### src/vlc_integer_decoder_macros.svh
// Assertion macros shared by the decoder's modules.
// Every macro expects signals named clk and arst_n where it is used.
`ifndef VLC_INTEGER_DECODER_MACROS_SVH
`define VLC_INTEGER_DECODER_MACROS_SVH
`ifndef SYNTHESIS
// Condition holds at every clock edge outside reset
`define VID_ASSERT(lbl, cond) \
	lbl: assert property (@(posedge clk) disable iff (!arst_n) (cond)) \
		else $error("vlc decoder check failed");
// Antecedent implies consequent in the same cycle
`define VID_ASSERT_IMP(lbl, ante, cons) \
	lbl: assert property (@(posedge clk) disable iff (!arst_n) (ante) |-> (cons)) \
		else $error("vlc decoder check failed");
// Antecedent implies consequent in the next cycle
`define VID_ASSERT_NXT(lbl, ante, cons) \
	lbl: assert property (@(posedge clk) disable iff (!arst_n) (ante) |=> (cons)) \
		else $error("vlc decoder check failed");
`else
`define VID_ASSERT(lbl, cond)
`define VID_ASSERT_IMP(lbl, ante, cons)
`define VID_ASSERT_NXT(lbl, ante, cons)
`endif
`endif

### src/vid_pkg.sv
// Shared types and constants of the compact VLC integer decoder.
// Used by the front, queue, back and top-level modules; depends on nothing.
package vid_pkg;

	localparam int DATA_W            = 8;
	localparam int VALUE_W           = 64;
	localparam int USED_W            = 4;
	localparam int STATUS_W          = 2;
	localparam int LANES             = VALUE_W / DATA_W;
	localparam int IDX_W             = $clog2(LANES);
	localparam int MAX_PAYLOAD_BYTES = 8;
	localparam int M_TDATA_W         = ((VALUE_W + USED_W + 7) / 8) * 8;
	localparam int Q_DEPTH           = 2;

	localparam logic [DATA_W-1:0] NULL_BYTE = 8'hc0;

	// Result status codes
	localparam logic [STATUS_W-1:0] ST_OK     = 2'd0;
	localparam logic [STATUS_W-1:0] ST_BADLEN = 2'd1;
	localparam logic [STATUS_W-1:0] ST_TRUNC  = 2'd2;

	// Commands passed from the front to the back
	typedef enum logic [2:0] {
		OP_IMM    = 3'd0, // one-byte value
		OP_NULL   = 3'd1, // null marker
		OP_BADLEN = 3'd2, // length field too large
		OP_TRUNC  = 3'd3, // value cut off by end of buffer
		OP_SHDR   = 3'd4, // header of the 14-bit form
		OP_SEND   = 3'd5, // second byte of the 14-bit form
		OP_LBYTE  = 3'd6, // inner payload byte of the long form
		OP_LEND   = 3'd7  // last payload byte of the long form
	} op_t;

	typedef struct packed {
		op_t               op;
		logic [DATA_W-1:0] data;
		logic              sgn;
		logic [IDX_W-1:0]  idx;
		logic [USED_W-1:0] used;
	} cmd_t;

endpackage

### src/vlc_integer_decoder.sv
// Compact VLC integer decoder: one stream byte per transaction in, one result per value out.
// A completing byte passes through the command queue and the back result register before m_tvalid rises.
// Throughput: one byte per cycle while the command queue has room; s_tready falls when it is full.
// A two-entry command queue lets the input keep flowing while a result waits.
// Reset: arst_n clears framing, queue and result-valid state at once; no clearing pass.
// Depends on vid_pkg, vid_front, vid_queue and vid_back.
module vlc_integer_decoder (
	input  logic                            clk,
	input  logic                            arst_n,
	input  logic                            s_tvalid,
	output logic                            s_tready,
	input  logic [7:0]                      s_tdata,  // data_byte
	input  logic                            s_tuser,  // is_signed
	input  logic                            s_tlast,  // end_of_buffer
	output logic                            m_tvalid,
	input  logic                            m_tready,
	output logic [vid_pkg::M_TDATA_W-1:0]   m_tdata,  // value[63:0], bytes_used[67:64], zero pad
	output logic [2:0]                      m_tuser   // is_null[0], status[2:1]
);

	logic                          fire;
	logic                          push;
	logic                          q_full;
	logic                          pop;
	logic                          head_valid;
	vid_pkg::cmd_t                 push_cmd;
	vid_pkg::cmd_t                 head_cmd;
	logic [vid_pkg::VALUE_W-1:0]   res_value;
	logic                          res_null;
	logic [vid_pkg::STATUS_W-1:0]  res_status;
	logic [vid_pkg::USED_W-1:0]    res_used;

	assign s_tready = !q_full;
	assign fire     = s_tvalid && s_tready;

	vid_front u_front (
		.clk           (clk),
		.arst_n        (arst_n),
		.fire          (fire),
		.data_byte     (s_tdata),
		.is_signed     (s_tuser),
		.end_of_buffer (s_tlast),
		.push          (push),
		.cmd           (push_cmd)
	);

	vid_queue u_queue (
		.clk        (clk),
		.arst_n     (arst_n),
		.push       (push),
		.push_cmd   (push_cmd),
		.full       (q_full),
		.pop        (pop),
		.head_valid (head_valid),
		.head_cmd   (head_cmd)
	);

	vid_back u_back (
		.clk        (clk),
		.arst_n     (arst_n),
		.cmd_valid  (head_valid),
		.cmd        (head_cmd),
		.pop        (pop),
		.res_valid  (m_tvalid),
		.res_ready  (m_tready),
		.res_value  (res_value),
		.res_null   (res_null),
		.res_status (res_status),
		.res_used   (res_used)
	);

	// Pack the result fields onto the master side
	assign m_tdata = {{(vid_pkg::M_TDATA_W - vid_pkg::VALUE_W - vid_pkg::USED_W){1'b0}},
		res_used, res_value};
	assign m_tuser = {res_status, res_null};

endmodule

### src/vid_front.sv
// Front end: accepts stream bytes, tracks the framing and classifies each byte.
// Depends on vid_pkg; feeds commands into vid_queue.
module vid_front (
	input  logic                        clk,
	input  logic                        arst_n,
	input  logic                        fire,
	input  logic [vid_pkg::DATA_W-1:0]  data_byte,
	input  logic                        is_signed,
	input  logic                        end_of_buffer,
	output logic                        push,
	output vid_pkg::cmd_t               cmd
);

	typedef enum logic [2:0] {
		PH_IDLE  = 3'b001,
		PH_SHORT = 3'b010,
		PH_LONG  = 3'b100
	} phase_t;

	phase_t                     phase_q, phase_n;
	logic [vid_pkg::USED_W-1:0] left_q, left_n;
	logic [vid_pkg::USED_W-1:0] cnt_q, cnt_n;
	logic                       sgn_q, sgn_n;
	logic                       has_cmd;
	logic [vid_pkg::USED_W-1:0] cnt_inc, cnt_dec;
	logic [5:0]                 len;

	assign cnt_inc = cnt_q + 4'd1;
	assign cnt_dec = cnt_q - 4'd1;
	assign len     = data_byte[5:0];

	// Classify the byte against the current framing phase
	always_comb begin
		phase_n  = phase_q;
		left_n   = left_q;
		cnt_n    = cnt_q;
		sgn_n    = sgn_q;
		has_cmd  = 1'b1;
		cmd.op   = vid_pkg::OP_IMM;
		cmd.data = data_byte;
		cmd.sgn  = sgn_q;
		cmd.idx  = cnt_dec[vid_pkg::IDX_W-1:0];
		cmd.used = cnt_inc;
		case (phase_q)
			PH_SHORT: begin
				cmd.op  = vid_pkg::OP_SEND;
				phase_n = PH_IDLE;
				cnt_n   = cnt_inc;
			end
			PH_LONG: begin
				cnt_n  = cnt_inc;
				left_n = left_q - 4'd1;
				if (left_q == 4'd1) begin
					cmd.op  = vid_pkg::OP_LEND;
					phase_n = PH_IDLE;
				end else if (end_of_buffer) begin
					cmd.op  = vid_pkg::OP_TRUNC;
					phase_n = PH_IDLE;
				end else begin
					cmd.op = vid_pkg::OP_LBYTE;
				end
			end
			default: begin
				// Header byte; an unknown phase is treated as idle
				phase_n  = PH_IDLE;
				left_n   = '0;
				cnt_n    = 4'd1;
				sgn_n    = is_signed;
				cmd.sgn  = is_signed;
				cmd.used = 4'd1;
				if (!data_byte[7]) begin
					cmd.op = vid_pkg::OP_IMM;
				end else if (!data_byte[6]) begin
					if (end_of_buffer) begin
						cmd.op = vid_pkg::OP_TRUNC;
					end else begin
						cmd.op  = vid_pkg::OP_SHDR;
						phase_n = PH_SHORT;
					end
				end else if (data_byte == vid_pkg::NULL_BYTE) begin
					cmd.op = vid_pkg::OP_NULL;
				end else if (len > 6'(vid_pkg::MAX_PAYLOAD_BYTES)) begin
					cmd.op = vid_pkg::OP_BADLEN;
				end else if (end_of_buffer) begin
					cmd.op = vid_pkg::OP_TRUNC;
				end else begin
					// Long header: nothing for the back end until payload arrives
					has_cmd = 1'b0;
					left_n  = len[vid_pkg::USED_W-1:0];
					phase_n = PH_LONG;
				end
			end
		endcase
	end

	assign push = fire && has_cmd;

	// Advance the framing state on each accepted byte
	always_ff @(posedge clk or negedge arst_n) begin
		if (!arst_n) begin
			phase_q <= PH_IDLE;
			left_q  <= '0;
			cnt_q   <= '0;
			sgn_q   <= 1'b0;
		end else if (fire) begin
			phase_q <= phase_n;
			left_q  <= left_n;
			cnt_q   <= cnt_n;
			sgn_q   <= sgn_n;
		end
	end

endmodule

### src/vid_queue.sv
// Two-entry command queue between the front and the back end.
// Depends on vid_pkg and the assertion macros header.
`include "vlc_integer_decoder_macros.svh"
module vid_queue (
	input  logic          clk,
	input  logic          arst_n,
	input  logic          push,
	input  vid_pkg::cmd_t push_cmd,
	output logic          full,
	input  logic          pop,
	output logic          head_valid,
	output vid_pkg::cmd_t head_cmd
);

	localparam int PTR_W = $clog2(vid_pkg::Q_DEPTH);
	localparam int CNT_W = $clog2(vid_pkg::Q_DEPTH + 1);

	vid_pkg::cmd_t     mem_q [vid_pkg::Q_DEPTH];
	logic [PTR_W-1:0]  wr_ptr_q, rd_ptr_q;
	logic [CNT_W-1:0]  count_q;
	logic              do_push, do_pop;

	assign full       = (count_q == CNT_W'(vid_pkg::Q_DEPTH));
	assign head_valid = (count_q != '0);
	assign head_cmd   = mem_q[rd_ptr_q];
	assign do_push    = push && !full;
	assign do_pop     = pop && head_valid;

	// Store pushed commands
	always_ff @(posedge clk) begin
		if (do_push) begin
			mem_q[wr_ptr_q] <= push_cmd;
		end
	end

	// Advance pointers and fill count
	always_ff @(posedge clk or negedge arst_n) begin
		if (!arst_n) begin
			wr_ptr_q <= '0;
			rd_ptr_q <= '0;
			count_q  <= '0;
		end else begin
			if (do_push) begin
				wr_ptr_q <= wr_ptr_q + 1'b1;
			end
			if (do_pop) begin
				rd_ptr_q <= rd_ptr_q + 1'b1;
			end
			if (do_push && !do_pop) begin
				count_q <= count_q + 1'b1;
			end else if (do_pop && !do_push) begin
				count_q <= count_q - 1'b1;
			end
		end
	end

	`VID_ASSERT(q_count_bound, count_q <= CNT_W'(vid_pkg::Q_DEPTH))
	`VID_ASSERT(q_ptr_match, (wr_ptr_q ^ rd_ptr_q) == count_q[PTR_W-1:0])
	`VID_ASSERT_NXT(q_fill, do_push && !do_pop && count_q == '0, head_valid)

endmodule

### src/vid_back.sv
// Back end: assembles values from commands and holds the result register.
// Depends on vid_pkg and the assertion macros header.
`include "vlc_integer_decoder_macros.svh"
module vid_back (
	input  logic                          clk,
	input  logic                          arst_n,
	input  logic                          cmd_valid,
	input  vid_pkg::cmd_t                 cmd,
	output logic                          pop,
	output logic                          res_valid,
	input  logic                          res_ready,
	output logic [vid_pkg::VALUE_W-1:0]   res_value,
	output logic                          res_null,
	output logic [vid_pkg::STATUS_W-1:0]  res_status,
	output logic [vid_pkg::USED_W-1:0]    res_used
);

	localparam int DW = vid_pkg::DATA_W;

	logic [vid_pkg::VALUE_W-1:0]  acc_q;
	logic                         m_valid_q;
	logic [vid_pkg::VALUE_W-1:0]  m_value_q;
	logic                         m_null_q;
	logic [vid_pkg::STATUS_W-1:0] m_status_q;
	logic [vid_pkg::USED_W-1:0]   m_used_q;

	logic                         emits;
	logic                         slot_free;
	logic                         take;
	logic [vid_pkg::VALUE_W-1:0]  value_n;
	logic                         null_n;
	logic [vid_pkg::STATUS_W-1:0] status_n;
	logic [vid_pkg::VALUE_W-1:0]  long_value;
	logic                         ext7, ext14, extl;

	assign emits     = !(cmd.op inside {vid_pkg::OP_SHDR, vid_pkg::OP_LBYTE});
	assign slot_free = !m_valid_q || res_ready;
	assign take      = cmd_valid && (!emits || slot_free);
	assign pop       = take;

	assign ext7  = cmd.sgn && cmd.data[6];
	assign ext14 = cmd.sgn && cmd.data[7];
	assign extl  = cmd.sgn && cmd.data[7];

	// Long form: lanes below the last byte from the accumulator, fill above it
	always_comb begin
		for (int k = 0; k < vid_pkg::LANES; k++) begin
			if (k < int'(cmd.idx)) begin
				long_value[k*DW +: DW] = acc_q[k*DW +: DW];
			end else if (k == int'(cmd.idx)) begin
				long_value[k*DW +: DW] = cmd.data;
			end else begin
				long_value[k*DW +: DW] = {DW{extl}};
			end
		end
	end

	// Select the result for the command
	always_comb begin
		value_n  = '0;
		null_n   = 1'b0;
		status_n = vid_pkg::ST_OK;
		case (cmd.op)
			vid_pkg::OP_IMM:    value_n = {{(vid_pkg::VALUE_W-7){ext7}}, cmd.data[6:0]};
			vid_pkg::OP_NULL:   null_n = 1'b1;
			vid_pkg::OP_BADLEN: status_n = vid_pkg::ST_BADLEN;
			vid_pkg::OP_TRUNC:  status_n = vid_pkg::ST_TRUNC;
			vid_pkg::OP_SEND: begin
				value_n = {{(vid_pkg::VALUE_W-14){ext14}}, cmd.data, acc_q[5:0]};
			end
			vid_pkg::OP_LEND:   value_n = long_value;
			default:            value_n = '0;
		endcase
	end

	// Gather header bits and payload lanes
	always_ff @(posedge clk) begin
		if (take && cmd.op == vid_pkg::OP_SHDR) begin
			acc_q[5:0] <= cmd.data[5:0];
		end
		if (take && cmd.op == vid_pkg::OP_LBYTE) begin
			acc_q[cmd.idx*DW +: DW] <= cmd.data;
		end
	end

	// Hold the result until the sink takes it
	always_ff @(posedge clk or negedge arst_n) begin
		if (!arst_n) begin
			m_valid_q <= 1'b0;
		end else if (take && emits) begin
			m_valid_q <= 1'b1;
		end else if (res_ready) begin
			m_valid_q <= 1'b0;
		end
	end

	always_ff @(posedge clk) begin
		if (take && emits) begin
			m_value_q  <= value_n;
			m_null_q   <= null_n;
			m_status_q <= status_n;
			m_used_q   <= cmd.used;
		end
	end

	assign res_valid  = m_valid_q;
	assign res_value  = m_value_q;
	assign res_null   = m_null_q;
	assign res_status = m_status_q;
	assign res_used   = m_used_q;

	`VID_ASSERT_IMP(b_err_zero, m_valid_q && m_status_q != vid_pkg::ST_OK, m_value_q == '0)
	`VID_ASSERT_IMP(b_null_one, m_valid_q && m_null_q,
		m_used_q == 4'd1 && m_status_q == vid_pkg::ST_OK && m_value_q == '0)
	`VID_ASSERT_IMP(b_used_range, m_valid_q,
		m_used_q != '0 && m_used_q <= 4'(vid_pkg::MAX_PAYLOAD_BYTES + 1))

endmodule

### config.mk
export PLATFORM = sky130hd
export DESIGN_NAME = vlc_integer_decoder
export DESIGN_NICKNAME = d
export VERILOG_FILES = /design/src/vid_pkg.sv /design/src/vlc_integer_decoder.sv /design/src/vid_front.sv /design/src/vid_queue.sv /design/src/vid_back.sv
export VERILOG_INCLUDE_DIRS = /design/src /design/src/src
export SDC_FILE = /design/constraint.sdc
export NUM_CORES = 1
export LEC_CHECK = 0
export BUFFER_PORTS_ARGS = -buffer_cell sky130_fd_sc_hd__clkbuf_2
export CORE_UTILIZATION = 59
export DETAILED_ROUTE_END_ITERATION = 6
export GPL_ROUTABILITY_DRIVEN = 0
export GPL_TIMING_DRIVEN = 0
export PLACE_DENSITY = 0.92
export SYNTH_ARGS = -nofsm -noshare
export SYNTH_HDL_FRONTEND = slang
export SYNTH_SLANG_ARGS = --single-unit
### constraint.sdc
create_clock -name clk -period 6.55 [get_ports clk]
set_input_delay 0.655 -clock clk [delete_from_list [all_inputs] [get_ports clk]]
set_output_delay 0.655 -clock clk [all_outputs]
set_load 0.05 [all_outputs]
# After elaboration in Yosys (flattened, before gate mapping)
# Memories as Yosys holds them, arrays and structs flattened.
# Index checks and enable logic that the tools add are counted.
# Widths: inputs -> output; s select.
[word_totals] register_bits=152 mem_bits_rw=38 out_inout_bits=77 n_memories=1
[op_classes] addsub=8 magnitude_cmp=8 n_eq_ne=20 shift=2 n_mux=59 bitwise=1 n_reduce_logical=28
[mem_list] name="u_queue.mem_q" words=2 width=19 rd=1 rd_clocked_by_memory_dff=0 wr=1 line="vid_queue.sv:18" text="vid_pkg::cmd_t mem_q [vid_pkg::Q_DEPTH];"
[ops] cell="$pmux 64 s3" count=1
[ops] cell="$mux 8" count=15
[ops] cell="$bwmux 64" count=1
[ops] cell="$shift 8x34->64 const A" count=1
[ops] cell="$shiftx 8x34->64" count=1
[ops] cell="$mux 3" count=14
[ops] cell="$neg 6->34" count=1
[ops] cell="$mux 4" count=6
[ops] cell="$eq 3x3->1 const B" count=5
[ops] cell="$eq 3x3->1 const A" count=4
[ops] cell="$logic_and 1x1->1" count=12
[ops] cell="$mux 1" count=12
[ops] cell="$mux 6" count=2
[ops] cell="$pmux 3 s2" count=2
[ops] cell="$eq 3x2->1 const B" count=3
[ops] cell="$lt 3x3->1 const A" count=3
[ops] cell="$eq 8x8->1 const B" count=1
[ops] cell="$mux 2" count=4
[ops] cell="$pmux 4 s2" count=1
[ops] cell="$reduce_bool 2->1" count=4
[ops] cell="$eq 2x3->1 const A" count=2
[ops] cell="$gt 6x4->1 const B" count=1
[ops] cell="$logic_not 3->1" count=2
[ops] cell="$lt 1x3->1 const A" count=2
[ops] cell="other kinds (18)" count=26

# Depth between registers and ports, before layout
# Gate-level depths: netlist of run 1.
[depth] word_depth=12 depth_mapped=11 depth_no_buf=9

# Hierarchy
# A second synthesis of run 1 with hierarchy kept.
[unflattened] cells_unflattened=690 area_unflattened_um2=8513.2
[modules_own_cells] module="vid_back" instances=1 cells_each=505 area_each_um2=5980.7 seq_area_each_um2=3778.6
[modules_own_cells] module="vid_queue" instances=1 cells_each=78 area_each_um2=1577.8 seq_area_each_um2=1241.2
[modules_own_cells] module="vid_front" instances=1 cells_each=99 area_each_um2=903.4 seq_area_each_um2=301.5
[modules_own_cells] module="vlc_integer_decoder" instances=1 cells_each=8 area_each_um2=51.3 seq_area_each_um2=0.0

# Least setup slack after synthesis of run 1
# Ideal clock, no wire load.
[synth_timing] path_type="reg-to-reg" from="register u_queue.rd_ptr_q" to="register u_back.m_null_q (netlist: u_back.res_null), enable pin" arrival_time_ps=4330 slack_ps=1719 stages_incl_launch_ff=7 path_buffers=3 period_less_slack_ps=4831 cell_sequence="dfrtp_1 buf_6 buf_6 buf_6 o32ai_2 o22ai_1 nor2_1"
[synth_via] elab_chain_cells=6 word_cells_on_any_way=8 cone_classes="eq/ne (2); reduce/logical (5); memory (1)"
[synth_lines] element="start: declaration" line="vid_queue.sv:19" text="logic [PTR_W-1:0] wr_ptr_q, rd_ptr_q;"
[synth_lines] element="start signal: assignment" line="vid_queue.sv:47" text="rd_ptr_q <= rd_ptr_q + 1'b1;"
[synth_lines] element="$mem_v2 2x19 (*)"
[synth_lines] element="$eq 3x3->1" line="vid_back.sv:36" text="assign emits = !(cmd.op inside {vid_pkg::OP_SHDR, vid_pkg::OP_LBYTE});"
[synth_lines] element="$reduce_bool 2->1 (*)" line="vid_back.sv:36"
[synth_lines] element="$logic_or 1x1->1" line="vid_back.sv:38" text="assign take = cmd_valid && (!emits || slot_free);"
[synth_lines] element="$logic_and 1x1->1" line="vid_back.sv:38"
[synth_lines] element="$logic_and 1x1->1 (*)" line="vid_back.sv:98" text="if (take && emits) begin"
[synth_lines] element="end signal: assignment" line="vid_back.sv:100" text="m_null_q <= null_n;"
[synth_lines] element="end: declaration" line="vid_back.sv:23" text="logic m_null_q;"
# Every way passes the cells marked *; elsewhere a longest branch is shown, timed or not.
# A chain may end at the register's enable or synchronous reset.

# Final worst setup path of run 1
[layout_timing] from="register u_queue.rd_ptr_q" to="register u_back.acc_q[53] (netlist bit), enable pin"
[layout_via] elab_chain_cells=6 word_cells_on_any_way=7 cone_classes="eq/ne (2); reduce/logical (4); memory (1)"
[layout_lines] element="$mem_v2 2x19 (*)"
[layout_lines] element="$eq 3x3->1 (on tied branches)" line="vid_back.sv:36, vid_back.sv:81"
[layout_lines] element="$reduce_bool 2->1" line="vid_back.sv:36"
[layout_lines] element="$logic_or 1x1->1" line="vid_back.sv:38"
[layout_lines] element="$logic_and 1x1->1" line="vid_back.sv:38"
[layout_lines] element="$logic_and 1x1->1 (*)" line="vid_back.sv:81" text="if (take && cmd.op == vid_pkg::OP_LBYTE) begin"
[layout_lines] element="end signal: indexed assignment" line="vid_back.sv:82" text="acc_q[cmd.idx*DW +: DW] <= cmd.data;"
[layout_lines] element="end: declaration" line="vid_back.sv:20" text="logic [vid_pkg::VALUE_W-1:0] acc_q;"
# Marked as above.

==> results of run 1 <==
stage by stage:
step | worst slack [ns] | std cells | util, %
after global placement | 0.4960 | 952 | 65.09
after detailed placement | 3.124 | 955 | 65.51
after floorplan | 1.719 | 686 | -
final | 3.325 | 988 | 69.87
after global routing | 3.127 | 988 | 69.87
after CTS | 3.066 | 987 | 69.77
registers in the layout (all words and copies together), names as in the netlist:
signal / count
u_front.phase_q: 3
u_back.res_value: 64
u_front.sgn_q: 1
u_queue.mem_q: 38
u_back.res_status: 2
u_queue.count_q: 2
u_queue.wr_ptr_q: 1
u_back.res_used: 4
u_front.left_q: 4
u_queue.rd_ptr_q: 1
u_back.res_null: 1
u_back.res_valid: 1
u_back.acc_q: 56
u_front.cnt_q: 4
layout by cell type (no fill, tap or decap), types with 4 or more instances in the layout:
cell / count
edfxtp_1: 159
nor2_1: 107
clkbuf_2: 86
o21ai_0: 66
nand2_1: 49
a21oi_1: 48
mux2_2: 19
clkbuf_16: 17
dfrtp_1: 16
inv_1: 14
o22ai_1: 13
clkbuf_1: 13
nand2b_1: 11
mux2i_1: 11
ha_1: 11
buf_2: 10
buf_4: 9
a211o_1: 9
nor3_1: 7
o21ai_1: 7
a221o_1: 7
o221ai_1: 7
dfxtp_1: 6
buf_6: 5
o21a_1: 5
xor2_1: 5
clkinv_4: 5
nor4_2: 4
xnor2_1: 4
nor4_1: 4
a31oi_1: 4
conb_1: 4
synthesized netlist by cell type, types with 4 or more instances:
cell        n  share of area [%]
buf_2      10               0.60
o21a_1      5               0.45
xnor2_1     4               0.42
nand2_1    49                2.2
a221o_1     7               0.84
o22ai_1    13               0.98
clkbuf_1   12               0.54
mux2_2     19                2.6
edfxtp_1  159                 57
buf_4       7               0.63
mux2i_1    11                1.3
a211o_1     9               0.95
dfrtp_1    16                4.8
a21oi_1    48                2.9
nor4_1      6               0.45
inv_1      14               0.63
o221ai_1    7               0.74
buf_6       4               0.54
nand2b_1   11               0.83
a31oi_1     4               0.30
dfxtp_1     6                1.4
o21ai_1     7               0.42
o21ai_0    66                4.0
nor3_1      8               0.48
ha_1       11                1.7
nor2_1    108                4.9
xor2_1      5               0.53
worst max-delay path: stages (launching register included):
cell     delay [ns]
dfrtp_1        0.44
buf_6          0.18
buf_4          0.19
a21oi_1        0.37
ha_1           0.26
ha_1           0.26
nor3_1         0.24
nand2_1        0.29
nor2_1         0.63
kinds of logic after synthesis:
kind of cell / synth area share, %
and+or+nand+nor: 10.96
adders and majority gates: 1.652
other: 0.04500
muxes: 4.324
AOI/OAI and AO/OA: 15.11
buffers and inverters: 3.108
DFF: 63.86
xor gates and xnor gates: 0.9459
layer usage:
metal | routed length [um] | part of all wire, % | vias to the layer above | track usage, %
met1 | 7268 | 37 | 2945 | 34.92
met3 | 2165 | 11 | 74 | 7.594
li1 | - | - | 2753 | -
met5 | 0 | 0 | - | 0
met2 | 9710 | 49 | 435 | 45.29
met4 | 725 | 3.6 | 0 | 14.81
power by group:
part | total [mW] | internal [mW] | switching (mW)
clock | 1.02 | 0.596 | 0.427
combinational | 2.59 | 0.613 | 1.97
sequential | 1.91 | 1.77 | 0.142
total | 5.52 | 2.98 | 2.54
layout make-up:
class,instances,area [um^2]
Sequential cell,182,5321
Fill cell,897,4167
Multi-Input combinational cell,454,2789
Timing Repair Buffer,90,476.7
Clock buffer,18,429.2
Tap cell,180,225.2
Buffer,34,196.4
Clock inverter,14,160.2
Inverter,16,62.56
worst max-delay path by stage:
stage                                start  cells past startpoint                   end  slack, ns
final                     u_queue.rd_ptr_q                      8      u_back.acc_q[53]       3.33
after global routing      u_queue.rd_ptr_q                      8      u_back.acc_q[55]       3.13
after CTS                 u_queue.rd_ptr_q                      6      u_back.acc_q[36]       3.07
after detailed placement  u_queue.rd_ptr_q                      6      u_back.acc_q[34]       3.12
after global placement    u_queue.rd_ptr_q                      6  u_back.res_value[36]       0.50
after floorplan           u_queue.rd_ptr_q                      6       u_back.res_null       1.72
==> impl_results.html, run 1 <==
<table>
<tr><th>Metric</th><th>Value</th></tr>
<tr><th colspan="2">Status</th></tr>
<tr><td>Outcome</td><td>finished with violations</td></tr>
<tr><td>Violated checks</td><td>capacitance limit, slew limit</td></tr>
<tr><th colspan="2">Floorplan</th></tr>
<tr><td>Die X-Extent</td><td>120.8 um</td></tr>
<tr><td>Die footprint</td><td>0.01460 mm^2</td></tr>
<tr><td>Initial core utilization</td><td>60.27%</td></tr>
<tr><td>Number of rows in the core area</td><td>43</td></tr>
<tr><td>Total core area</td><td>0.01383 mm^2</td></tr>
<tr><td>Die height</td><td>120.8 um</td></tr>
<tr><td>Boundary pin count</td><td>91</td></tr>
<tr><th colspan="2">Critical path</th></tr>
<tr><td>Launch instance of the worst register-to-register path</td><td>u_queue.rd_ptr_q</td></tr>
<tr><td>Crit path launch type</td><td>flop</td></tr>
<tr><td>Worst path arrival time</td><td>3.30 ns</td></tr>
<tr><td>Worst flop-to-flop path endpoint</td><td>u_back.acc_q[53]</td></tr>
<tr><td>Crit path capture type</td><td>flop</td></tr>
<tr><td>Maximum fanout count along the critical path</td><td>10</td></tr>
<tr><td>Required time at the endpoint of the critical path</td><td>6.62 ns</td></tr>
<tr><td>WS Path Type</td><td>flop to flop</td></tr>
<tr><td>R2R Setup Slk</td><td>3.33 ns</td></tr>
<tr><td>Reg2reg path depth</td><td>8</td></tr>
<tr><th colspan="2">Synthesis</th></tr>
<tr><td>Syn avg cell area</td><td>12.20 um^2</td></tr>
<tr><td>Number of enable flip-flop cells after synthesis</td><td>159</td></tr>
<tr><td>Synth async-reset ratio</td><td>9.341%</td></tr>
<tr><td>Count of cell types in the netlist</td><td>68</td></tr>
<tr><td>Post-synthesis instance area</td><td>0.008333 mm^2</td></tr>
<tr><td>Yosys synthesis warning count</td><td>0</td></tr>
<tr><td>Count of state elements after synthesis</td><td>182</td></tr>
<tr><td>Part of the Yosys area used for sequential elements</td><td>63.86%</td></tr>
<tr><td>Flip-flop cell with the highest count after synthesis</td><td>edfxtp_1</td></tr>
<tr><td>Syn Inst Count</td><td>683</td></tr>
<tr><th colspan="2">CTS</th></tr>
<tr><td>Post-CTS resize count</td><td>0</td></tr>
<tr><td>Source-to-sink clock delay at the later pin of the worst-skew pair</td><td>0.44 ns</td></tr>
<tr><td>Post CTS Setup Buffer Count</td><td>0</td></tr>
<tr><td>Clk pin slew, worst setup/hold paths</td><td>0.06 ns</td></tr>
<tr><td>Clock sink count</td><td>182</td></tr>
<tr><td>Root cell of the clock tree</td><td>clkbuf_16</td></tr>
<tr><td>Post-CTS Hold Fix Bufs</td><td>0</td></tr>
<tr><td>H-tree depth</td><td>4</td></tr>
<tr><td>Number of buffers created by CTS</td><td>17</td></tr>
<tr><td>CTS max path bufs</td><td>2</td></tr>
<tr><td>TritonCTS clock tree</td><td>built</td></tr>
<tr><th colspan="2">Power and ir drop</th></tr>
<tr><td>Highest ir drop seen on vdd</td><td>0.2629 mV</td></tr>
<tr><td>Total power per unit cell area</td><td>571.8 mW/mm^2</td></tr>
<tr><td>Post-layout power</td><td>5.524 mW</td></tr>
<tr><td>Leak pwr</td><td>3.697 nW</td></tr>
<tr><th colspan="2">Global routing</th></tr>
<tr><td>Initial antenna violation count</td><td>0</td></tr>
<tr><td>GRT Total Usage</td><td>28.19%</td></tr>
<tr><td>Gr ovfl total</td><td>0</td></tr>
<tr><td>First-pass GRT wire length</td><td>30080 um</td></tr>
<tr><td>Via count of the first global-routing pass</td><td>5815</td></tr>
<tr><td>Pin count of the biggest net entering global routing</td><td>41</td></tr>
<tr><th colspan="2">Routing</th></tr>
<tr><td>Via count</td><td>6207</td></tr>
<tr><td>Detailed router's first-iteration violation count</td><td>809</td></tr>
<tr><td>Final wirelength</td><td>19870 um</td></tr>
<tr><td>Routed len/inst</td><td>20.11 um</td></tr>
<tr><td>Vias per cell</td><td>6.282</td></tr>
<tr><td>First-pass detailed-route iteration total</td><td>6</td></tr>
<tr><td>Remaining antenna violation count</td><td>0</td></tr>
<tr><td>Residual DRC count</td><td>0</td></tr>
<tr><th colspan="2">Timing</th></tr>
<tr><td>Setup TNS after final layout</td><td>0 ns</td></tr>
<tr><td>Setup skew after layout</td><td>0.007736 ns</td></tr>
<tr><td>Count of final max-slew check failures</td><td>1</td></tr>
<tr><td>Hold slack</td><td>0.1540 ns</td></tr>
<tr><td>Max transition margin</td><td>-1.059%</td></tr>
<tr><td>Min Clock Period, post-route</td><td>3.225 ns</td></tr>
<tr><td>Final count of negative-setup-slack endpoints</td><td>0</td></tr>
<tr><td>Unrepaired setup endpoints after global routing</td><td>no</td></tr>
<tr><td>Final worst-path cycle share</td><td>49.23%</td></tr>
<tr><td>Max Fclk</td><td>0.3101 GHz</td></tr>
<tr><td>Actual transition at the worst max-transition pin</td><td>1.474 ns</td></tr>
<tr><td>Final Hold Vio Count</td><td>0</td></tr>
<tr><th colspan="2">Layout</th></tr>
<tr><td>Ant diodes</td><td>0</td></tr>
<tr><td>Layout cell share with drive strength beyond 1</td><td>23.39%</td></tr>
<tr><td>Layout-stage area growth over the synthesis result</td><td>15.93%</td></tr>
<tr><td>Cell area after layout</td><td>0.009661 mm^2</td></tr>
<tr><td>Nets@finish</td><td>820</td></tr>
<tr><th colspan="2">Place</th></tr>
<tr><td>Dpl hpwl</td><td>12730 um</td></tr>
<tr><td>Placed Instance Area</td><td>0.009057 mm^2</td></tr>
<tr><td>Number of I/O port buffers</td><td>86</td></tr>
<tr><th colspan="2">Run</th></tr>
<tr><td># Max-Cap Violations</td><td>1</td></tr>
<tr><th colspan="2">Hold path</th></tr>
<tr><td>Worst hold-check path type</td><td>input port to async pin</td></tr>
</table>
Note: power is estimated with default switching activity, not from simulation.
==> run 2, diff against run 1 <==
- ABC_AREA: not set -> 1
- clock period: 6.55 -> 3 ns (I/O delays scaled with it)
==> run 2 against run 1 <==
- the flow finishes with violations (DRC)
- clock skew is 0.00093 ns higher
- critical path depth is 5 higher
- non-clock buffer count is 6 higher
- core utilization is 1.7 points higher
- worst setup slack worse by 3.3 ns
- global-route usage is 0.44 points higher
- critical path type unchanged
- largest cell class unchanged
==> impl_results.html, run 2 <==
<table>
<tr><th>Metric</th><th>Value</th></tr>
<tr><th colspan="2">CTS</th></tr>
<tr><td>Number of buffers created by CTS</td><td>17 (unchanged)</td></tr>
<tr><td>Clk pin slew, worst setup/hold paths</td><td>0.07 ns (was 0.06 ns)</td></tr>
<tr><td>CTS max path bufs</td><td>2 (unchanged)</td></tr>
<tr><td>Root cell of the clock tree</td><td>clkbuf_16 (unchanged)</td></tr>
<tr><td>H-tree depth</td><td>4 (unchanged)</td></tr>
<tr><td>TritonCTS clock tree</td><td>built (unchanged)</td></tr>
<tr><td>Clock sink count</td><td>182 (unchanged)</td></tr>
<tr><td>Source-to-sink clock delay at the later pin of the worst-skew pair</td><td>0.45 ns (was 0.44 ns)</td></tr>
<tr><th colspan="2">Layout</th></tr>
<tr><td>Layout-stage area growth over the synthesis result</td><td>17.59% (was 15.93%)</td></tr>
<tr><td>Ant diodes</td><td>0 (unchanged)</td></tr>
<tr><td>Multi-input logic area</td><td>0.003120 mm^2 (was 0.002789 mm^2)</td></tr>
<tr><td>Post-Route Utilization</td><td>71.55% (was 69.87%)</td></tr>
<tr><td>Number of flip-flops in the largest register</td><td>64 (unchanged)</td></tr>
<tr><td>Fill cell total of the finished layout</td><td>876 (was 897)</td></tr>
<tr><td>Nets@finish</td><td>1074 (was 820)</td></tr>
<tr><td>Most frequent cells in the layout</td><td>223 x nand2_1, 159 x edfxtp_1, 155 x nor2_1, 87 x clkbuf_2, 60 x o21ai_0 (was 159 x edfxtp_1, 107 x nor2_1, 86 x clkbuf_2, 66 x o21ai_0, 49 x nand2_1)</td></tr>
<tr><td>Sequential cell area in the final layout</td><td>0.005321 mm^2 (unchanged)</td></tr>
<tr><td>Most common library cell in the layout ignoring fill and taps</td><td>nand2_1 (was edfxtp_1)</td></tr>
<tr><td>Layout cell share with drive strength beyond 1</td><td>21.28% (was 23.39%)</td></tr>
<tr><th colspan="2">Floorplan</th></tr>
<tr><td>Total core area</td><td>0.01459 mm^2 (was 0.01383 mm^2)</td></tr>
<tr><td>Die footprint</td><td>0.01554 mm^2 (was 0.01460 mm^2)</td></tr>
<tr><td>Boundary pin count</td><td>91 (unchanged)</td></tr>
<tr><td>Die X-Extent</td><td>124.7 um (was 120.8 um)</td></tr>
<tr><td>Initial core utilization</td><td>60.85% (was 60.27%)</td></tr>
<tr><td>Die height</td><td>124.7 um (was 120.8 um)</td></tr>
<tr><td>Number of rows in the core area</td><td>44 (was 43)</td></tr>
<tr><th colspan="2">Synthesis</th></tr>
<tr><td>Post-synthesis instance area</td><td>0.008877 mm^2 (was 0.008333 mm^2)</td></tr>
<tr><td>Most repeated cell in the gate-level netlist after synthesis</td><td>nand2_1 (was edfxtp_1)</td></tr>
<tr><td>Count of cell types in the netlist</td><td>43 (was 68)</td></tr>
<tr><td>Largest cells by area after synthesis</td><td>edfxtp_1 54%, nand2_1 9.5%, nor2_1 6.7% (was edfxtp_1 57%, nor2_1 4.9%, dfrtp_1 4.8%)</td></tr>
<tr><td>Part of the Yosys area used for sequential elements</td><td>59.94% (was 63.86%)</td></tr>
<tr><td>Syn avg cell area</td><td>9.505 um^2 (was 12.20 um^2)</td></tr>
<tr><td>Count of state elements after synthesis</td><td>182 (unchanged)</td></tr>
<tr><td>Number of enable flip-flop cells after synthesis</td><td>159 (unchanged)</td></tr>
<tr><td>Yosys synthesis warning count</td><td>0 (unchanged)</td></tr>
<tr><td>Synth async-reset ratio</td><td>9.341% (unchanged)</td></tr>
<tr><td>Most numerous cell types in the synthesized netlist</td><td>224 x nand2_1, 159 x edfxtp_1, 158 x nor2_1, 60 x o21ai_0, 52 x inv_1 (was 159 x edfxtp_1, 108 x nor2_1, 66 x o21ai_0, 49 x nand2_1, 48 x a21oi_1)</td></tr>
<tr><td>Flip-flop cell with the highest count after synthesis</td><td>edfxtp_1 (unchanged)</td></tr>
<tr><td>Proportion of netlist area held by the largest area contributor</td><td>53.78% (was 57.30%)</td></tr>
<tr><td>Top cell type by total area after synthesis</td><td>edfxtp_1 (unchanged)</td></tr>
<tr><td>Syn Inst Count</td><td>934 (was 683)</td></tr>
<tr><th colspan="2">Critical path</th></tr>
<tr><td>Required time at the endpoint of the critical path</td><td>3.16 ns (was 6.62 ns)</td></tr>
<tr><td>Crit path launch type</td><td>flop (unchanged)</td></tr>
<tr><td>Worst path arrival time</td><td>3.10 ns (was 3.30 ns)</td></tr>
<tr><td>Reg2reg path depth</td><td>13 (was 8)</td></tr>
<tr><td>Crit path capture type</td><td>flop (unchanged)</td></tr>
<tr><td>WS Path Type</td><td>flop to flop (unchanged)</td></tr>
<tr><td>Maximum fanout count along the critical path</td><td>11 (was 10)</td></tr>
<tr><th colspan="2">Timing</th></tr>
<tr><td>Final Hold Vio Count</td><td>0 (unchanged)</td></tr>
<tr><td>Setup skew after layout</td><td>0.008662 ns (was 0.007736 ns)</td></tr>
<tr><td>Actual transition at the worst max-transition pin</td><td>1.037 ns (was 1.474 ns)</td></tr>
<tr><td>Min Clock Period, post-route</td><td>2.935 ns (was 3.225 ns)</td></tr>
<tr><td>Max Fclk</td><td>0.3407 GHz (was 0.3101 GHz)</td></tr>
<tr><td>Setup TNS after final layout</td><td>0 ns (unchanged)</td></tr>
<tr><td>Count of final max-slew check failures</td><td>0 (was 1)</td></tr>
<tr><td>Final count of negative-setup-slack endpoints</td><td>0 (unchanged)</td></tr>
<tr><td>Hold slack</td><td>0.06902 ns (was 0.1540 ns)</td></tr>
<tr><td>Final worst-path cycle share</td><td>97.85% (was 49.23%)</td></tr>
<tr><td>Max transition margin</td><td>30.80% (was -1.059%)</td></tr>
<tr><th colspan="2">Routing</th></tr>
<tr><td>First-pass detailed-route iteration total</td><td>7 (was 6)</td></tr>
<tr><td>Final wirelength</td><td>22440 um (was 19870 um)</td></tr>
<tr><td>Routed len/inst</td><td>18.01 um (was 20.11 um)</td></tr>
<tr><td>Via count</td><td>7456 (was 6207)</td></tr>
<tr><td>Vias per cell</td><td>5.984 (was 6.282)</td></tr>
<tr><td>Detailed router's first-iteration violation count</td><td>1268 (was 809)</td></tr>
<tr><td>Residual DRC count</td><td>23 (was 0)</td></tr>
<tr><td>Remaining antenna violation count</td><td>0 (unchanged)</td></tr>
<tr><th colspan="2">Global routing</th></tr>
<tr><td>Gr ovfl total</td><td>0 (unchanged)</td></tr>
<tr><td>Via count of the first global-routing pass</td><td>6745 (was 5815)</td></tr>
<tr><td>GRT Total Usage</td><td>28.63% (was 28.19%)</td></tr>
<tr><td>Initial antenna violation count</td><td>0 (unchanged)</td></tr>
<tr><td>Pin count of the biggest net entering global routing</td><td>53 (was 41)</td></tr>
<tr><td>First-pass GRT wire length</td><td>34000 um (was 30080 um)</td></tr>
<tr><th colspan="2">Status</th></tr>
<tr><td>Violated checks</td><td>DRC (was capacitance limit, slew limit)</td></tr>
<tr><td>Outcome</td><td>finished with violations (unchanged)</td></tr>
<tr><th colspan="2">Place</th></tr>
<tr><td>Number of I/O port buffers</td><td>86 (unchanged)</td></tr>
<tr><td>Dpl hpwl</td><td>14550 um (was 12730 um)</td></tr>
<tr><th colspan="2">Hold path</th></tr>
<tr><td>Cells on Worst Hold Path</td><td>1</td></tr>
<tr><td>Worst hold-check path type</td><td>input port to flop (was input port to async pin)</td></tr>
<tr><th colspan="2">Run</th></tr>
<tr><td># Max-Cap Violations</td><td>0 (was 1)</td></tr>
</table>
run 2: cell types whose count changed after synthesis, moves of 9 or more:
cell / before / now
mux2_2: 19 / 0
nor2_1: 108 / 158
nand3_1: 2 / 47
o22ai_1: 13 / 0
nor3_1: 8 / 21
nand2b_1: 11 / 0
inv_1: 14 / 52
a211o_1: 9 / 0
nand2_2: 1 / 10
nand2_1: 49 / 224
mux2i_1: 11 / 0
inv_2: 1 / 20
a21oi_1: 48 / 38
run 2: worst max-delay path: stages (launching register included):
cell     delay, ns
dfrtp_1       0.41
inv_2         0.08
buf_6         0.15
nand2_1       0.10
nand2_4       0.11
inv_2         0.06
buf_2         0.19
ha_1          0.26
ha_2          0.27
inv_1         0.13
buf_4         0.20
nand4_1       0.27
nor3_4        0.24
buf_12        0.16
run 2: final cells by class:
type                    instances  area share [%]
flip-flops and latches        182           50.98
multi-input cells             644           29.89
repair buffers                 94           5.322
clock buffers                  19           4.339
inverters                      74           2.661
clock inverters                13           2.325
plain buffers                  36           2.277
well taps                     184           2.205
run 2: path summary, 6_finish.rpt:
kind | startpoint | end | slack, ns
max | u_queue.rd_ptr_q | u_back.acc_q[52] | 0.06
min | s_tdata[4] | u_queue.mem_q[0][12] | 0.07
max reg2reg | u_queue.rd_ptr_q | u_back.acc_q[52] | 0.06
min reg2reg | u_front.phase_q[0] | u_front.phase_q[0] | 0.48
max in group asynchronous | arst_n | u_front.phase_q[0] | 2.33
min in group asynchronous | arst_n | u_queue.wr_ptr_q | 0.33
run 2: metrics by stage:
| stage | worst slack [ns] | std cells | area, um^2 |
|---|---|---|---|
| after detailed placement | -0.6037 | 1208 | 9582 |
| after floorplan | 0.06574 | 937 | 8899 |
| after CTS | 0.02505 | 1243 | 10390 |
| final | 0.06460 | 1246 | 10440 |
| after global routing | -0.02561 | 1246 | 10440 |
| after global placement | -0.5214 | 1207 | 9559 |
run 2: cells by family (layout without fill, tap and decap cells):
group                      count (synthesis)  after routing  share of synthesized area [%]
DFF                                      182            182                          59.94
adders and majority gates                 11             11                          1.550
other                                      1              4                        0.04224
buffers and inverters                    111            236                          5.793
xor gates and xnor gates                   5              5                         0.4933
and+or+nand+nor                          492            492                          23.57
AOI/OAI and AO/OA                        132            132                          8.612
run 2: what timing repair did:
action | CTS | global route
hold buffers | 1 | 0
resized for setup | 11 | 6
pin swaps | 4 | 5
cloned | 0 | 0
setup buffers | 3 | 3
setup endpoints to repair | 54 | 48
hold endpoints to repair | 16 | 0
run 2: layer usage:
layer / part of all wire (%) / wire (um) / global-route usage, %
met1: 35 / 7956 / 35.04
met2: 47 / 10640 / 45.76
met3: 12 / 2654 / 7.302
met4: 5.3 / 1189 / 17.29
met5: 0 / 0 / 0
Power of run 2 is left out: the tool's default activity adds up to more than one toggle a clock period on the data nets, which glitch-free logic cannot reach.
==> run 3, diff against run 2 <==
- CORE_MARGIN: not set -> 2
- CTS_BUF_LIST: not set -> sky130_fd_sc_hd__clkbuf_4 sky130_fd_sc_hd__clkbuf_8 sky130_fd_sc_hd__clkbuf_16
==> run 3 against run 2 <==
- sequential cell count is the same
- core utilization decreased by 0.54 points
- clock skew fell by 0.0016 ns
- final area fell by 0.38%
- clock-buffer cell count is 1 higher
- largest cell class unchanged
- die area up 3.2%
- critical endpoint unchanged
- the flow still finishes with violations (DRC)
- global-route usage fell by 0.40 points
- worst setup slack worse by 0.029 ns
- critical path depth rose by 1
- hold slack better by 0.0065 ns
- non-clock buffer count stayed put
==> impl_results.html, run 3 (synthesis gave the netlist of run 2 again) <==
<table>
<tr><th>Metric</th><th>Value</th></tr>
<tr><th colspan="2">Layout</th></tr>
<tr><td>Layout cell share with drive strength beyond 1</td><td>21.37% (was 21.28%)</td></tr>
<tr><td>Most frequent cells in the layout</td><td>222 x nand2_1, 159 x edfxtp_1, 155 x nor2_1, 88 x clkbuf_2, 60 x o21ai_0 (was 223 x nand2_1, 159 x edfxtp_1, 155 x nor2_1, 87 x clkbuf_2, 60 x o21ai_0)</td></tr>
<tr><td>Number of flip-flops in the largest register</td><td>64 (unchanged)</td></tr>
<tr><td>Layout-stage area growth over the synthesis result</td><td>17.14% (was 17.59%)</td></tr>
<tr><td>Multi-input logic area</td><td>0.003128 mm^2 (was 0.003120 mm^2)</td></tr>
<tr><td>Most common library cell in the layout ignoring fill and taps</td><td>nand2_1 (unchanged)</td></tr>
<tr><td>Nets@finish</td><td>1074 (unchanged)</td></tr>
<tr><td>Fill cell total of the finished layout</td><td>921 (was 876)</td></tr>
<tr><td>Ant diodes</td><td>0 (unchanged)</td></tr>
<tr><td>Sequential cell area in the final layout</td><td>0.005321 mm^2 (unchanged)</td></tr>
<tr><td>Post-Route Utilization</td><td>71.01% (was 71.55%)</td></tr>
<tr><th colspan="2">CTS</th></tr>
<tr><td>Clk pin slew, worst setup/hold paths</td><td>0.06 ns (was 0.07 ns)</td></tr>
<tr><td>H-tree depth</td><td>4 (unchanged)</td></tr>
<tr><td>TritonCTS clock tree</td><td>built (unchanged)</td></tr>
<tr><td>Source-to-sink clock delay at the later pin of the worst-skew pair</td><td>0.44 ns (was 0.45 ns)</td></tr>
<tr><td>Number of buffers created by CTS</td><td>17 (unchanged)</td></tr>
<tr><td>Root cell of the clock tree</td><td>clkbuf_16 (unchanged)</td></tr>
<tr><td>CTS max path bufs</td><td>2 (unchanged)</td></tr>
<tr><td>Clock sink count</td><td>182 (unchanged)</td></tr>
<tr><th colspan="2">Floorplan</th></tr>
<tr><td>Die height</td><td>126.7 um (was 124.7 um)</td></tr>
<tr><td>Initial core utilization</td><td>60.62% (was 60.85%)</td></tr>
<tr><td>Die footprint</td><td>0.01604 mm^2 (was 0.01554 mm^2)</td></tr>
<tr><td>Total core area</td><td>0.01464 mm^2 (was 0.01459 mm^2)</td></tr>
<tr><td>Die X-Extent</td><td>126.7 um (was 124.7 um)</td></tr>
<tr><td>Number of rows in the core area</td><td>44 (unchanged)</td></tr>
<tr><td>Boundary pin count</td><td>91 (unchanged)</td></tr>
<tr><th colspan="2">Timing</th></tr>
<tr><td>Unrepaired setup endpoints after global routing</td><td>yes</td></tr>
<tr><td>Min Clock Period, post-route</td><td>2.964 ns (was 2.935 ns)</td></tr>
<tr><td>Max Fclk</td><td>0.3374 GHz (was 0.3407 GHz)</td></tr>
<tr><td>Count of final max-slew check failures</td><td>0 (unchanged)</td></tr>
<tr><td>Setup skew after layout</td><td>0.007086 ns (was 0.008662 ns)</td></tr>
<tr><td>Max transition margin</td><td>36.19% (was 30.80%)</td></tr>
<tr><td>Final worst-path cycle share</td><td>98.80% (was 97.85%)</td></tr>
<tr><td>Final worst-path setup slack</td><td>0.03599 ns (was 0.06460 ns)</td></tr>
<tr><td>Actual transition at the worst max-transition pin</td><td>0.9508 ns (was 1.037 ns)</td></tr>
<tr><td>Final Hold Vio Count</td><td>0 (unchanged)</td></tr>
<tr><td>Setup TNS after final layout</td><td>0 ns (unchanged)</td></tr>
<tr><td>Final count of negative-setup-slack endpoints</td><td>0 (unchanged)</td></tr>
<tr><td>Hold slack</td><td>0.07547 ns (was 0.06902 ns)</td></tr>
<tr><th colspan="2">Routing</th></tr>
<tr><td>Routed len/inst</td><td>17.62 um (was 18.01 um)</td></tr>
<tr><td>First-pass detailed-route iteration total</td><td>7 (unchanged)</td></tr>
<tr><td>Detailed router's first-iteration violation count</td><td>1043 (was 1268)</td></tr>
<tr><td>Remaining antenna violation count</td><td>0 (unchanged)</td></tr>
<tr><td>Final wirelength</td><td>21960 um (was 22440 um)</td></tr>
<tr><td>Residual DRC count</td><td>6 (was 23)</td></tr>
<tr><td>Vias per cell</td><td>5.844 (was 5.984)</td></tr>
<tr><td>Via count</td><td>7282 (was 7456)</td></tr>
<tr><th colspan="2">Global routing</th></tr>
<tr><td>GRT Total Usage</td><td>28.23% (was 28.63%)</td></tr>
<tr><td>First-pass GRT wire length</td><td>34710 um (was 34000 um)</td></tr>
<tr><td>Gr ovfl total</td><td>0 (unchanged)</td></tr>
<tr><td>Pin count of the biggest net entering global routing</td><td>52 (was 53)</td></tr>
<tr><td>Initial antenna violation count</td><td>0 (unchanged)</td></tr>
<tr><td>Via count of the first global-routing pass</td><td>6709 (was 6745)</td></tr>
<tr><th colspan="2">Critical path</th></tr>
<tr><td>Crit path capture type</td><td>flop (unchanged)</td></tr>
<tr><td>Required time at the endpoint of the critical path</td><td>3.15 ns (was 3.16 ns)</td></tr>
<tr><td>WS Path Type</td><td>flop to flop (unchanged)</td></tr>
<tr><td>Worst path arrival time</td><td>3.12 ns (was 3.10 ns)</td></tr>
<tr><td>Crit path launch type</td><td>flop (unchanged)</td></tr>
<tr><td>Maximum fanout count along the critical path</td><td>11 (unchanged)</td></tr>
<tr><th colspan="2">Place</th></tr>
<tr><td>Dpl hpwl</td><td>14370 um (was 14550 um)</td></tr>
<tr><td>Number of I/O port buffers</td><td>86 (unchanged)</td></tr>
<tr><td>Worst slack, placed</td><td>-0.5981 ns (was -0.6037 ns)</td></tr>
<tr><th colspan="2">Status</th></tr>
<tr><td>Outcome</td><td>finished with violations (unchanged)</td></tr>
<tr><td>Violated checks</td><td>DRC (unchanged)</td></tr>
<tr><th colspan="2">Run</th></tr>
<tr><td># Max-Cap Violations</td><td>0 (unchanged)</td></tr>
<tr><th colspan="2">Hold path</th></tr>
<tr><td>Worst hold-check path type</td><td>input port to flop (unchanged)</td></tr>
</table>
[run 3: per-stage QoR]
| step | instance area (um^2) | cells |
|---|---|---|
| floorplan | 8899 | 937 |
| global route | 10400 | 1246 |
| detailed placement | 9597 | 1209 |
| global placement | 9559 | 1207 |
| CTS | 10360 | 1245 |
| finish | 10400 | 1246 |
[run 3: worst max-delay path: stages, from the launching register on]
cell     delay [ns]
dfrtp_1        0.42
inv_2          0.09
buf_6          0.15
nand2_1        0.09
nand2_4        0.16
inv_2          0.08
buf_2          0.20
ha_1           0.25
ha_2           0.26
inv_1          0.15
buf_6          0.18
nand4_1        0.12
buf_4          0.19
nor3_4         0.20
buf_12         0.16
[run 3: cell type report]
class | instances | share of cell area (%)
sequential | 182 | 51.17
multi-input combinational | 644 | 30.08
timing repair buffer | 94 | 5.415
clock buffer | 20 | 4.428
inverter | 74 | 2.671
buffer | 36 | 2.334
tap | 184 | 2.214
clock inverter | 12 | 1.685
[run 3: worst paths after layout]
| check | slack (ns) | from | cells past startpoint | to |
|---|---|---|---|---|
| worst max-delay path | 0.04 | u_queue.rd_ptr_q | 14 | u_back.acc_q[52] |
| worst min-delay path | 0.08 | s_tdata[4] | 1 | u_queue.mem_q[1][12] |
| worst max register to register | 0.04 | u_queue.rd_ptr_q | 14 | u_back.acc_q[52] |
| worst min register to register | 0.47 | u_queue.count_q[0] | 1 | u_queue.count_q[0] |
| max in group asynchronous | 2.31 | arst_n | 2 | u_front.phase_q[0] |
| min in group asynchronous | 0.35 | arst_n | 2 | u_front.phase_q[2] |
[run 3: timing repair]
action	CTS	global route
setup endpoints to repair	50	59
gates cloned	0	0
buffers inserted	4	1
endpoints found under the hold margin	16	0
pin swaps	4	2
hold buffers	1	0
gates resized for setup	13	8
[run 3: metal layers]
| metal | vias to the layer above | global-route usage [%] | routed length [um] |
|---|---|---|---|
| li1 | 3337 | - | - |
| met1 | 3258 | 35.90 | 7998 |
| met2 | 570 | 45.82 | 10340 |
| met3 | 117 | 7.929 | 2726 |
| met4 | 0 | 12.28 | 893 |
| met5 | - | 0 | 0 |
Power of run 3 is left out for the same reason.
